<file path="config.mk">
export PLATFORM = sky130hd
export DESIGN_NAME = text_display_shadow_row_diff
export DESIGN_NICKNAME = d
export VERILOG_FILES = /design/src/design/tdsr_pkg.sv /design/src/design/tdsr_shadow.sv /design/src/design/text_display_shadow_row_diff.sv
export SDC_FILE = /design/constraint.sdc
export NUM_CORES = 1
export LEC_CHECK = 0
export BUFFER_PORTS_ARGS = -buffer_cell sky130_fd_sc_hd__buf_2
export CORE_MARGIN = 2
export CORE_UTILIZATION = 50
export DETAILED_ROUTE_END_ITERATION = 7
export GPL_ROUTABILITY_DRIVEN = 0
export PLACE_DENSITY = 0.68
export REMOVE_ABC_BUFFERS = 1
export SYNTH_ARGS = -nofsm -noshare
export SYNTH_HDL_FRONTEND = slang
export SYNTH_SLANG_ARGS = --single-unit
</file>
<file path="constraint.sdc">
create_clock -name clk -period 7.88 [get_ports clk]
set_input_delay 0.788 -clock clk [delete_from_list [all_inputs] [get_ports clk]]
set_output_delay 0.788 -clock clk [all_outputs]
set_load 0.1 [all_outputs]
</file>
<file path="src/design/tdsr_pkg.sv">
`timescale 1ns / 1ps
`default_nettype none

package tdsr_pkg;

  // Display geometry
  localparam int ROW_WIDTH = 16;
  localparam int ROW_COUNT = 2;

  localparam int IDX_W  = $clog2(ROW_WIDTH);
  localparam int ROW_AW = (ROW_COUNT > 1) ? $clog2(ROW_COUNT) : 1;
  localparam int COL_W  = 6;
  localparam int ROWF_W = 3;
  localparam int TEXT_N  = 16;
  localparam int TEXT_AW = 4;

  localparam logic [7:0] SPACE_CHAR = 8'h20;

  // Operation codes
  localparam logic [1:0] OP_SET_CURSOR = 2'd0;
  localparam logic [1:0] OP_CLEAR      = 2'd1;
  localparam logic [1:0] OP_PRINT      = 2'd2;

  // Display command codes
  localparam logic [1:0] CMD_CLEAR  = 2'd0;
  localparam logic [1:0] CMD_CURSOR = 2'd1;
  localparam logic [1:0] CMD_WRITE  = 2'd2;

  typedef struct packed {
    logic [1:0]        operation;
    logic [COL_W-1:0]  col;
    logic [ROWF_W-1:0] row;
    logic [63:0]       chars_low;
    logic [63:0]       chars_high;
    logic [4:0]        text_length;
  } in_item_t;

  typedef struct packed {
    logic [1:0]        command;
    logic [COL_W-1:0]  out_col;
    logic [ROWF_W-1:0] out_row;
    logic [7:0]        char_code;
    logic              last;
  } out_item_t;

  // Shadow store access: one read/write address per cycle, plus bulk clear
  typedef struct packed {
    logic              clr;
    logic              wr;
    logic [ROW_AW-1:0] row;
    logic [IDX_W-1:0]  idx;
    logic [7:0]        wdata;
  } shd_req_t;

  // Padded row character at position i
  function automatic logic [7:0] line_char(input in_item_t it, input logic [IDX_W-1:0] i);
    logic [TEXT_N-1:0][7:0] text;
    logic [7:0]             ch;
    text = {it.chars_high, it.chars_low};
    if (5'(i) < it.text_length) begin
      ch = text[TEXT_AW'(i)];
    end else begin
      ch = SPACE_CHAR;
    end
    return ch;
  endfunction

endpackage

`default_nettype wire

</file>
<file path="src/design/tdsr_shadow.sv">
`timescale 1ns / 1ps
`default_nettype none

// Shadow copy of the display rows. Per-entry valid bits give the
// all-spaces state after reset or clear without writing every entry.
module tdsr_shadow import tdsr_pkg::*; (
  input  wire logic     clk,
  input  wire logic     rst_n,
  input  wire shd_req_t req,
  output logic [7:0]    rdata
);

  logic [ROW_COUNT-1:0][ROW_WIDTH-1:0]      vld_r;
  logic [7:0] data_r [ROW_COUNT][ROW_WIDTH];

  always_ff @(posedge clk) begin
    if (!rst_n) begin
      vld_r <= '0;
    end else if (req.clr) begin
      vld_r <= '0;
    end else if (req.wr) begin
      vld_r[req.row][req.idx] <= 1'b1;
    end
  end

  always_ff @(posedge clk) begin
    if (req.wr) begin
      data_r[req.row][req.idx] <= req.wdata;
    end
  end

  assign rdata = vld_r[req.row][req.idx] ? data_r[req.row][req.idx] : SPACE_CHAR;

endmodule

`default_nettype wire

</file>
<file path="src/design/text_display_shadow_row_diff.sv">
`timescale 1ns / 1ps
`default_nettype none

// Set cursor and clear pass through ST_CMD, then offer their command from the output register.
// A print scans the shadow row one character per cycle through one comparator, then emits
// 1 cursor command plus one write per character from first to last difference (0 results
// if unchanged). A print off column 0 or off the display emits all 16 writes, one per cycle
// while the output is not stalled. The input stalls until the current item is done, so a new
// item is taken only once the previous one is through; output stalls hold it longer. Reset
// (rst_n low, synchronous): cursor 0,0, shadow all spaces, no item pending.
module text_display_shadow_row_diff import tdsr_pkg::*; (
  input  wire logic      clk,
  input  wire logic      rst_n,
  input  wire logic      in_valid,
  output logic           in_stall,
  input  wire in_item_t  in_item,
  output logic           out_valid,
  input  wire logic      out_stall,
  output out_item_t      out_item
);

  typedef enum logic [2:0] {
    ST_IDLE,   // waiting for an item
    ST_CMD,    // emit cursor or clear command
    ST_SCAN,   // compare padded text against shadow row
    ST_CUR,    // emit cursor command at first difference
    ST_DIFF,   // emit changed span and update shadow
    ST_ALL     // emit full row at current cursor
  } state_t;

  state_t            state_r;
  in_item_t          item_r;
  logic [COL_W-1:0]  cursor_col_r;
  logic [ROWF_W-1:0] cursor_row_r;
  logic [IDX_W-1:0]  idx_r;
  logic [IDX_W-1:0]  first_r;
  logic [IDX_W-1:0]  last_r;
  logic              found_r;
  logic              out_valid_r;
  out_item_t         out_item_r;

  logic       in_accept;
  logic       out_free;
  logic       out_load;
  logic       row_ok;
  logic       idx_end;
  logic       diff;
  logic [7:0] cur_char;
  logic [7:0] shd_rdata;
  shd_req_t   shd_req;

  assign in_stall  = (state_r != ST_IDLE);
  assign in_accept = in_valid && (state_r == ST_IDLE);
  assign out_valid = out_valid_r;
  assign out_item  = out_item_r;

  // Output register is free when empty or when its item is taken this cycle
  assign out_free = !out_valid_r || !out_stall;
  // Emitting states load a new item whenever the register is free
  assign out_load = out_free && (state_r == ST_CMD || state_r == ST_CUR ||
                                 state_r == ST_DIFF || state_r == ST_ALL);
  assign row_ok   = (cursor_row_r < ROWF_W'(ROW_COUNT));
  assign idx_end  = (idx_r == IDX_W'(ROW_WIDTH - 1));

  // Shared compare unit: one character of the padded row against the shadow
  assign cur_char = line_char(item_r, idx_r);
  assign diff     = (cur_char != shd_rdata);

  always_comb begin
    shd_req.clr   = in_accept && (in_item.operation == OP_CLEAR);
    shd_req.wr    = (state_r == ST_DIFF) && out_free;
    shd_req.row   = cursor_row_r[ROW_AW-1:0];
    shd_req.idx   = idx_r;
    shd_req.wdata = cur_char;
  end

  tdsr_shadow u_shadow (
    .clk   (clk),
    .rst_n (rst_n),
    .req   (shd_req),
    .rdata (shd_rdata)
  );

  always_ff @(posedge clk) begin
    if (!rst_n) begin
      state_r      <= ST_IDLE;
      cursor_col_r <= '0;
      cursor_row_r <= '0;
      idx_r        <= '0;
      first_r      <= '0;
      last_r       <= '0;
      found_r      <= 1'b0;
      out_valid_r  <= 1'b0;
    end else begin
      if (out_load) begin
        out_valid_r <= 1'b1;
      end else if (!out_stall) begin
        out_valid_r <= 1'b0;
      end
      unique case (state_r)
        ST_IDLE: begin
          if (in_valid) begin
            item_r  <= in_item;
            idx_r   <= '0;
            found_r <= 1'b0;
            case (in_item.operation)
              OP_SET_CURSOR: begin
                cursor_col_r <= in_item.col;
                cursor_row_r <= in_item.row;
                state_r      <= ST_CMD;
              end
              OP_CLEAR: begin
                cursor_col_r <= '0;
                cursor_row_r <= '0;
                state_r      <= ST_CMD;
              end
              OP_PRINT: begin
                // diff only at column 0 of a row the display has
                state_r <= (cursor_col_r == '0 && row_ok) ? ST_SCAN : ST_ALL;
              end
              default: begin
                state_r <= ST_IDLE;  // unused code: dropped
              end
            endcase
          end
        end
        ST_CMD: begin
          if (out_free) begin
            // cursor regs already hold the new position (0,0 after clear)
            out_item_r  <= '{
              command:   (item_r.operation == OP_SET_CURSOR) ? CMD_CURSOR : CMD_CLEAR,
              out_col:   (item_r.operation == OP_SET_CURSOR) ? cursor_col_r : '0,
              out_row:   (item_r.operation == OP_SET_CURSOR) ? cursor_row_r : '0,
              char_code: '0,
              last:      1'b1};
            state_r     <= ST_IDLE;
          end
        end
        ST_SCAN: begin
          if (diff) begin
            if (!found_r) begin
              first_r <= idx_r;
            end
            last_r  <= idx_r;
            found_r <= 1'b1;
          end
          if (idx_end) begin
            state_r <= (found_r || diff) ? ST_CUR : ST_IDLE;
          end else begin
            idx_r <= idx_r + 1'b1;
          end
        end
        ST_CUR: begin
          if (out_free) begin
            out_item_r  <= '{
              command:   CMD_CURSOR,
              out_col:   COL_W'(first_r),
              out_row:   cursor_row_r,
              char_code: '0,
              last:      1'b0};
            idx_r       <= first_r;
            state_r     <= ST_DIFF;
          end
        end
        ST_DIFF: begin
          if (out_free) begin
            out_item_r  <= '{
              command:   CMD_WRITE,
              out_col:   '0,
              out_row:   '0,
              char_code: cur_char,
              last:      (idx_r == last_r)};
            if (idx_r == last_r) begin
              cursor_col_r <= COL_W'(ROW_WIDTH);
              state_r      <= ST_IDLE;
            end else begin
              idx_r <= idx_r + 1'b1;
            end
          end
        end
        ST_ALL: begin
          if (out_free) begin
            out_item_r  <= '{
              command:   CMD_WRITE,
              out_col:   '0,
              out_row:   '0,
              char_code: cur_char,
              last:      idx_end};
            if (idx_end) begin
              state_r <= ST_IDLE;
            end else begin
              idx_r <= idx_r + 1'b1;
            end
          end
        end
        default: begin
          state_r <= ST_IDLE;
        end
      endcase
    end
  end

  // A cursor command at the first difference needs a difference to exist
  a_cur_found: assert property (@(posedge clk) disable iff (!rst_n)
    state_r == ST_CUR |-> found_r)
    else $error("cursor step without a recorded difference");

  // Changed span is walked from first to last difference
  a_span_order: assert property (@(posedge clk) disable iff (!rst_n)
    state_r == ST_DIFF |-> (first_r <= idx_r) && (idx_r <= last_r))
    else $error("span index outside first..last");

  // Scan covers the whole row before leaving
  a_scan_full: assert property (@(posedge clk) disable iff (!rst_n)
    (state_r == ST_SCAN && !idx_end) |=> state_r == ST_SCAN)
    else $error("scan left before the last column");

  // Finishing a span parks the logical cursor past the row
  a_span_col: assert property (@(posedge clk) disable iff (!rst_n)
    (state_r == ST_DIFF && out_free && idx_r == last_r) |=>
      (cursor_col_r == COL_W'(ROW_WIDTH) && state_r == ST_IDLE))
    else $error("cursor column not set after span");

endmodule

`default_nettype wire
</file>
## Word level (Yosys, flattened, before mapping)

Memory sizes are Yosys's and may differ from the RTL's. A register that Yosys moved wholly into a read port is not among the register bits.
Index checks and enable logic that the tools add are counted.

| storage, ports and cells | value |
|---|---|
| bits in registers | 213 |
| memory bits (writable) | 256 |
| output and inout bits | 22 |
| memories kept | 1 |

Memories:

| memory | words | bits a word | read ports | clocked after memory_dff | write ports | line | source |
|---|---|---|---|---|---|---|---|
| u_shadow.data_r | 2 | 128 | 1 | 1 | 1 | tdsr_shadow.sv:14 | `logic [7:0] data_r [ROW_COUNT][ROW_WIDTH];` |

| operators by class | value |
|---|---|
| add/subtract/negate cells | 1 |
| order comparisons | 8 |
| equality and inequality tests | 22 |
| mux-type cells | 59 |
| bitwise logic cells | 4 |
| reductions and logical operators | 36 |

Operator list:

| kind | number |
|---|---|
| $mux 128 | 1 |
| $mux 20 | 4 |
| $pmux 20 s4 | 1 |
| $bmux 8 s4 | 2 |
| $mux 16 | 3 |
| $mux 8 | 6 |
| $demux 8 s4 | 1 |
| $or 32x32->32 | 1 |
| $mux 3 | 10 |
| $mux 4 | 6 |
| $mux 6 | 4 |
| $pmux 6 s2 | 2 |
| $pmux 4 s5 | 1 |
| $ne 2x2->1 const B | 9 |
| $pmux 3 s6 | 1 |
| $demux 16 s1 | 1 |
| $pmux 3 s2 | 2 |
| $reduce_and 3->1 | 4 |
| $reduce_and 6->1 | 2 |
| $mux 1 | 10 |
| $logic_and 1x1->1 | 8 |
| $ne 8x8->1 | 1 |
| $reduce_and 8->1 | 1 |
| $eq 3x2->1 const B | 2 |
| 35 further kinds | 47 |

## Depth between registers and ports, before layout

Gate-level depths: netlist (run 1).

| depth | value |
|---|---|
| depth after elaboration | 10 |
| mapped depth | 16 |
| gate-level depth less buffers | 11 |

## By module

Synthesis (run 1) repeated with hierarchy kept, for this count alone.

| unflattened totals | value |
|---|---|
| cell total of the unflattened synthesis | 1029 |
| area total of the unflattened synthesis | 18838.1 um2 |

By module, submodules not included:

| module | times used | cells an instance | area an instance (um2) | seq. area each (um2) |
|---|---|---|---|---|
| tdsr_shadow | 1 | 531 | 11167.0 | 8328.0 |
| text_display_shadow_row_diff | 1 | 498 | 7671.1 | 5175.0 |

## Worst setup path after synthesis (run 1)

OpenSTA, ideal clock, no wires.

| path | value |
|---|---|
| kind | input -> register |
| start point | input rst_n |
| end point | register item_r[0] (netlist bit) (enable) |
| arrival | 4.467 ns |
| slack | 2.901 ns |
| cell stages on the path | 3 |
| path buffers | 2 |
| cells stage by stage | clkbuf_1 -> clkbuf_1 -> and3_1 |

| between the ends | value |
|---|---|
| cells in the longest elaborated chain, start to end | 1 |

Ends and longest elaborated chain:

| element | line | source |
|---|---|---|
| start, declared | text_display_shadow_row_diff.sv:13 | `input wire logic rst_n,` |
| $reduce_and 3->1 (no line) | n/a |  |
| end signal, assigned | text_display_shadow_row_diff.sv:103 | `item_r <= in_item;` |
| end, declared | text_display_shadow_row_diff.sv:32 | `in_item_t item_r;` |

No other way between the ends.
A chain may end at the register's enable or synchronous reset.

## Worst setup path in the final report (run 1)

| path | value |
|---|---|
| start point | register idx_r[0] |
| end point | register last_r[2] |

| between the ends | value |
|---|---|
| cells in the longest elaborated chain, start to end | 7 |
| elaborated cells on any way between the ends | 13 |
| those cells by class | order compare (1); eq/ne (1); mux (9); bitwise (1); reduce/logical (1) |

Ends and longest elaborated chain:

| element | line | source |
|---|---|---|
| start, declared | text_display_shadow_row_diff.sv:35 | `logic [IDX_W-1:0] idx_r;` |
| start signal, assigned | text_display_shadow_row_diff.sv:150 | `idx_r <= idx_r + 1'b1;` |
| start signal, assigned | text_display_shadow_row_diff.sv:161 | `idx_r <= first_r;` |
| start signal, assigned | text_display_shadow_row_diff.sv:177 | `idx_r <= idx_r + 1'b1;` |
| $not 4->5 (not written as such) | tdsr_shadow.sv:32 | `assign rdata = vld_r[req.row][req.idx] ? data_r[req.row][req.idx] : SPACE_CHAR;` |
| $bmux 8 s4 | tdsr_shadow.sv:32 |  |
| $mux 8 (not written as such) (2 in series) | tdsr_shadow.sv:32 |  |
| $mux 8 | tdsr_shadow.sv:32 |  |
| $ne 8x8->1 * | text_display_shadow_row_diff.sv:67 | `assign diff = (cur_char != shd_rdata);` |
| $reduce_and 2->1 (no line) * | n/a |  |
| end signal, assigned | text_display_shadow_row_diff.sv:144 | `last_r <= idx_r;` |
| end, declared | text_display_shadow_row_diff.sv:37 | `logic [IDX_W-1:0] last_r;` |

Every way passes the cells marked *; elsewhere a longest branch is shown, timed or not. The select of a mux whose other input is x is not followed.

==> metrics.md, run 1 <==
| Metric | Value |
|---|---|
| Critical path launch point type | register |
| Internal power | 0.00461 W |
| Sinks on Clock Net | 470 |
| Reg2reg start | idx_r[0] |
| First-pass GRT wire length | 63.1 mm |
| Post-DP HPWL | 26.4 mm |
| Power Density | 290 nW/um^2 |
| Sequential cell fraction of total power | 0.480 |
| Setup Buffers After CTS | 0 |
| Final Max Tran Viols | 0 |
| Total Routing Usage GR | 0.216 |
| Commonest non-fill, non-tap cell in the layout | edfxtp_1 |
| IO Count | 170 |
| Total grt overflow | 0 |
| Largest net degree at the start of global routing | 98 |
| Minimum clock period | 4340 ps |
| Post_cts resized | 0 |
| Vias per inst | 5.70 |
| Worst vdd rail ir drop | 0.182 mV |
| Clock buffer count from CTS | 48 |
| Setup Crit Path Kind | reg2reg |
| R2r worst-path depth | 10 |
| FP Rows | 71 |
| Critical Path RT | 8360 ps |
| Post-Syn Area | 18900 sq um |
| Routed wire length | 41.8 mm |
| Root Driver | clkbuf_16 |
| Final setup fails | 0 |
| Number of synthesized flops with an enable pin | 411 |
| Hold buffer count at cts | 0 |
| Switching power | 0.00174 W |
| Area growth syn-to-layout | 16.0% |
| Ant. Diodes | 0 |
| Crit Path Max Fanout | 45 |
| Main synth FF type | edfxtp_1 |
| Die Area | 39300 sq um |
| Die W | 198 um |
| Layout cells sized above 1 | 0.263 |
| YS warnings | 0 |
| Post-Synthesis Cells | 1165 |
| TritonCTS clock tree | done |
| Worst-Skew Late Latency | 570 ps |
| Data arrival, critical path | 4830 ps |
| WL/cell | 22.0 um |
| H-tree Lvls | 2 |
| Initial core utilization | 0.504 |
| Hold path cells | 1 |
| Initial antenna violation count | 1 |
| Most frequent cells in the layout | edfxtp_1 (411), buf_2 (169), mux2i_1 (117), nor2_1 (104), nand2_1 (57) |
| Leakage dissipation | 7.37 nW |
| Sequential area share after synthesis | 0.717 |
| Crit path from | idx_r[0] |
| Crit path largest cell delay | 780 ps |
| Routed vias | 10.8k |
| Hold slack | 390 ps |
| Multi-input gate area | 5010 sq um |
| Clock Tree Buf Depth | 3 |
| Vias in the first global route | 10.8k |
| Async set-reset flop share out of synthesis | 0 |
| Clk pwr share | 0.347 |
| Yosys reg bits | 470 |
| CP Cell Sequence | buf_4 -> mux4_2 -> a22o_1 -> a221oi_1 -> nand3b_1 -> a21oi_1 -> o21ai_1 -> a32oi_2 -> a21o_1 -> mux2i_1 |
| Final net count | 1505 |
| Sw Share | 0.274 |
| Reg area | 13500 sq um |
| Final hold viol count | 0 |
| FMAX | 0.230 GHz |
| Setup tns final | 0 ps |
| Comb pwr share | 0.173 |
| CORE AREA | 37400 sq um |
| Status | finished clean |
| First-pass iteration count of the detailed router | 5 |
| DRC errors left | 0 |
| RSZ-0062 raised after global routing | false |
| Final ANT Viol Nets | 0 |
| Max transition margin | 0.136 |
| Count of cell types in the netlist | 60 |
| Max Cap Viol | 0 |
| Final setup skew | 14.1 ps |
| Final worst path period share | 0.551 |
| Transition time of the tightest slew-check pin | 1290 ps |
| Worst hold start | in_item[12] |
| DIE HEIGHT | 198 um |
| Fill cell count | 2851 |
| Post-Syn Area per Cell | 16.2 sq um |
| Tightest Hold Check Type | in2reg |
| Crit-path slowest cell | a221oi_1 |
| 1st-iter DRT viols | 924 |
| Worst Setup End Kind | register |
| IO buf count | 169 |
| Clock Pin Slew Worst Setup and Hold Paths | 60 ps |
[cell usage after synthesis, drive strengths merged, types with 6 or more instances]
library cell  count  area, sq um
a221oi            9          123
a21boi           12         90.1
nor2b            10         62.6
edfxtp          411        12300
buf              40          253
nand2            57          214
mux4             49         1100
nor2            113          427
a22o             13          114
dfxtp            59         1180
nor3             24          120
o21ai            20          100
nand3            17         85.1
clkbuf           23         86.3
a21oi            36          184
o21ba             6         60.1
a22oi            41          308
xnor2             7         61.3
nand2b           10         62.6
ha                7         87.6
mux2i           117         1170
inv              14         52.6
[path summary, 6_finish.rpt]
check / to / slack, ps
min reg2reg: first_r[0] / 460
max: last_r[2] / 3540
max reg2reg: last_r[2] / 3540
min: item_r[12] / 390
[per-layer routing]
layer | share of wire | wire length, um | GRT usage
met4 | 0.035 | 1470 | 0.0849
met1 | 0.43 | 17800 | 0.301
met2 | 0.47 | 19600 | 0.336
met3 | 0.070 | 2920 | 0.0424
met5 | 0.00017 | 7 | 0
[flip-flops by register name, indices dropped and copies added, names as in the netlist, 3 cells and up, named ones only]
name / count
cursor_col_r: 6
state_r: 3
idx_r: 4
u_shadow.vld_r: 32
out_item: 20
last_r: 4
u_shadow.data_r: 256
item_r: 135
cursor_row_r: 3
first_r: 4
[worst max-delay path: cells and delay by family, from the launching register on]
| family | cells | cell delay [ps] |
|---|---|---|
| AO/OA/AOI/OAI | 6 | 1940 |
| buffers and inverters | 1 | 710 |
| flip-flops | 1 | 520 |
| multiplexers | 2 | 840 |
| AND/OR/NAND/NOR | 1 | 160 |
[logic make-up (layout without fill, tap and decap cells)]
kind of cell / after synthesis / in the layout / synth area share
AOI/OAI and AO/OA: 175 / 175 / 0.0697
xor gates and xnor gates: 7 / 7 / 0.00325
adders and majority gates: 7 / 7 / 0.00465
muxes: 169 / 169 / 0.122
buffers and inverters: 77 / 301 / 0.0208
DFF: 470 / 470 / 0.717
and+or+nand+nor: 260 / 260 / 0.0619
[layout make-up]
class | instances | area share
Clock buffer | 59 | 0.0597
Sequential cell | 470 | 0.619
Clock inverter | 30 | 0.0113
Timing Repair Buffer | 198 | 0.0495
Inverter | 14 | 0.00240
Tap cell | 511 | 0.0292
Multi-Input combinational cell | 618 | 0.229
[stage by stage]
step / utilization / std cells / instance area, sq um / setup WS (ps) / power [W]
4_1_cts: 0.584 / 1899 / 21900 / 3530 / 0.00638
2_1_floorplan: - / 1102 / 18500 / 1340 / 0.00380
3_5_place_dp: 0.543 / 1810 / 20300 / 3580 / 0.00419
6_report: 0.585 / 1900 / 21900 / 3540 / 0.00635
5_1_grt: 0.585 / 1900 / 21900 / 3260 / 0.00659
3_3_place_gp: 0.543 / 1810 / 20300 / 3640 / 0.00417
[power by group through the flow]
stage	sequential [W]	clock (W)	combinational [W]
3_3_place_gp	0.00310	0	0.00107
5_1_grt	0.00306	0.00235	0.00118
3_5_place_dp	0.00311	0	0.00109
4_1_cts	0.00305	0.00224	0.00109
2_1_floorplan	0.00321	0	0.000589
6_report	0.00305	0.00220	0.00110
No activity file was read; power rests on OpenSTA's default activity.
==> run 2: changes to the inputs <==
--- a/config.mk
+++ b/config.mk
@@ -10,7 +10,7 @@
 export CORE_UTILIZATION = 50
 export DETAILED_ROUTE_END_ITERATION = 7
 export GPL_ROUTABILITY_DRIVEN = 0
-export PLACE_DENSITY = 0.68
+export PLACE_DENSITY = 0.71
 export REMOVE_ABC_BUFFERS = 1
 export SYNTH_ARGS = -nofsm -noshare
 export SYNTH_HDL_FRONTEND = slang
==> constraint.sdc (replaced) <==
create_clock -name clk -period 3.5 [get_ports clk]
set_input_delay 0.35 -clock clk [delete_from_list [all_inputs] [get_ports clk]]
set_output_delay 0.35 -clock clk [all_outputs]
set_load 0.1 [all_outputs]
==> run 2 against run 1 <==
Effect of this change: first-iteration DRC count grew 23%; critical path type unchanged; largest power group unchanged; utilization grew 5.0 points; clock skew shrank 0.55 ps; global-route usage rose by 3.2 points; sequential cell count did not move; sequential share of layout area shrank 4.9 points; cell area increased by 8.6%; largest cell class unchanged; wire length up 17%; total power rose by 130%; sequential power up 130%.
==> metrics.md, run 2 (synthesis results as in run 1) <==
| Metric | Value |
|---|---|
| Routed vias | 11.9k (+10%) |
| First-pass GRT wire length | 72.1 mm (+14%) |
| Routed wire length | 49.0 mm (+17%) |
| DRC errors left | 0 (unchanged) |
| TritonCTS clock tree | done |
| Root Driver | clkbuf_16 |
| Final Max Tran Viols | 0 (unchanged) |
| Max Cap Viol | 0 (unchanged) |
| Crit path largest cell delay | 520 ps (-260 ps) |
| Vias per inst | 5.68 (-0.38%) |
| Clock Pin Slew Worst Setup and Hold Paths | 60 ps (about the same) |
| Post-Place Cell Area | 21000 sq um (+3.4%) |
| Largest net degree at the start of global routing | 54 (-45%) |
| Final Core Density | 0.635 (+0.0501) |
| Data arrival, critical path | 3810 ps (-1020 ps) |
| Multi-input gate area | 4980 sq um (-0.62%) |
| Ant. Diodes | 0 (unchanged) |
| Final setup fails | 0 (unchanged) |
| Clock Tree Buf Depth | 3 (unchanged) |
| Initial antenna violation count | 1 (unchanged) |
| Reg area | 13500 sq um (unchanged) |
| Final worst setup slack | 168 ps (-3370 ps) |
| Final Cell Area | 23700 sq um (+8.6%) |
| Vias in the first global route | 12.1k (+13%) |
| Final hold viol count | 0 (unchanged) |
| Status | finished clean |
| Setup Crit Path Kind | reg2reg |
| Total grt overflow | 0 (unchanged) |
| Clock buffer count from CTS | 47 (-2.1%) |
| Power Total | 0.0146 W (+130%) |
| Total Routing Usage GR | 0.248 (+0.0324) |
| Area growth syn-to-layout | 26.0% |
| Worst Setup End Kind | register |
| Max transition margin | 0.353 (+0.217) |
| IO buf count | 169 (unchanged) |
| Leakage dissipation | 8.27 nW (+12%) |
| CORE AREA | 37400 sq um (unchanged) |
| DR WL met3 | 4.02 mm (+38%) |
| FMAX | 0.300 GHz (+30%) |
| Critical Path RT | 3980 ps (-4380 ps) |
| Minimum clock period | 3330 ps (-1010 ps) |
| First-pass iteration count of the detailed router | 6 (+1) |
| Max FFs per register | 256 (unchanged) |
| H-tree Lvls | 2 (unchanged) |
| IO Count | 170 (unchanged) |
| Met2 WL | 24.2 mm (+23%) |
| Critical path launch point type | register |
| Top Registers | u_shadow.data_r: 256 flops, item_r: 135 flops, u_shadow.vld_r: 32 flops |
| M1 wire length | 19.5 mm (+9.9%) |
| WL/cell | 23.3 um (+6.0%) |
| Post-DP HPWL | 28.2 mm (+6.8%) |
| Final ANT Viol Nets | 0 (unchanged) |
| Worst vdd rail ir drop | 0.442 mV (+140%) |
| Highest Signal Layer | met5 |
| Pre-CTS WS | 60.9 ps (-3520 ps) |
| Fill cell count | 2581 (-9.5%) |
| Most frequent cells in the layout | edfxtp_1 (411), buf_2 (169), dlygate4sd3_1 (129), mux2i_1 (117), nor2_1 (105) |
| 1st-iter DRT viols | 1140 (+23%) |
| Tightest Hold Check Type | in2reg |
| Crit Path Max Fanout | 29 (-36%) |
| Setup tns final | 0 ps (unchanged) |
| Transition time of the tightest slew-check pin | 970 ps (-324 ps) |
| Commonest non-fill, non-tap cell in the layout | edfxtp_1 |
| Final setup skew | 13.5 ps (-0.553 ps) |
| RSZ-0062 raised after global routing | false |
| Largest reg by FF count | u_shadow.data_r |
| Initial core utilization | 0.504 (unchanged) |
| Die W | 198 um (unchanged) |
| Die Area | 39300 sq um (unchanged) |
| FP Rows | 71 (unchanged) |
| Sinks on Clock Net | 470 (unchanged) |
| Crit-path slowest cell | dfxtp_4 |
| Power Density | 613 nW/um^2 (+110%) |
| Final worst path period share | 0.952 (+0.401) |
| CP Cell Sequence | buf_12 -> buf_4 -> mux2_2 -> o221ai_1 -> nand2_1 -> a311oi_1 -> buf_4 -> a21oi_1 -> or2_1 -> a32oi_2 -> a21o_1 -> buf_12 -> mux2i_1 |
| DIE HEIGHT | 198 um (unchanged) |
| Final net count | 1708 (+13%) |
| Layout cells sized above 1 | 0.267 (+0.00380) |
| Worst-Skew Late Latency | 550 ps (-20 ps) |
==> run 2: cell types whose count changed in the layout (fill, tap and decap cells not counted), sizes merged <==
cell,previous run,this run
buf,198,273
clkbuf,59,58
clkinv,24,25
inv,15,14
bufinv,3,1
dlygate4sd3,0,129
==> run 2: layout make-up <==
type | instances | area share
multi-input combinational | 618 | 0.210
tap | 511 | 0.0269
sequential | 470 | 0.570
clock buffer | 58 | 0.0531
clock inverter | 28 | 0.00711
inverter | 14 | 0.00221
timing repair buffer | 402 | 0.131
==> run 2: stage by stage <==
step           cells  hold slack, ps
6_report        2101            15.7
5_1_grt         2101            3.86
4_1_cts         2100           0.784
3_5_place_dp    1885             453
3_3_place_gp    1885             446
2_1_floorplan   1102             435
==> run 2: what timing repair did <==
item / CTS / global route
endpoints found under the hold margin: 129 / 0
buffers inserted: 0 / 1
hold buffers: 129 / 0
setup endpoints to repair: 0 / 11
gates resized for setup: 0 / 1
==> run 2: final timing paths <==
| kind | start | end | slack [ps] | cells past startpoint |
|---|---|---|---|---|
| worst min register to register | u_shadow.vld_r[15] | u_shadow.vld_r[15] | 460 | 2 |
| worst max-delay path | register | last_r[3] | 170 | 13 |
| worst min-delay path | in_item[41] | item_r[41] | 20 | 1 |
| worst max register to register | register | last_r[3] | 170 | 13 |
==> run 2: per-layer routing <==
| metal | up-vias | track usage |
|---|---|---|
| met5 | - | 0 |
| met1 | 5897 | 0.329 |
| met4 | 2 | 0.0727 |
| met3 | 105 | 0.0491 |
| li1 | 5316 | - |
| met2 | 606 | 0.417 |
==> run 2: worst max-delay path, delay by kind of cell, from the launching register on <==
| kind | cells | cell delay, ps |
|---|---|---|
| AOI/OAI and AO/OA | 5 | 1040 |
| buffers and inverters | 4 | 790 |
| DFF | 1 | 520 |
| muxes | 2 | 500 |
| and+or+nand+nor | 2 | 380 |
==> run 2: report_power, final <==
part | switching [W] | internal, W | total, W
combinational | 0.00188 | 0.00107 | 0.00295
clock | 0.00209 | 0.00263 | 0.00472
sequential | 0.000134 | 0.00675 | 0.00689
total | 0.00410 | 0.0105 | 0.0146
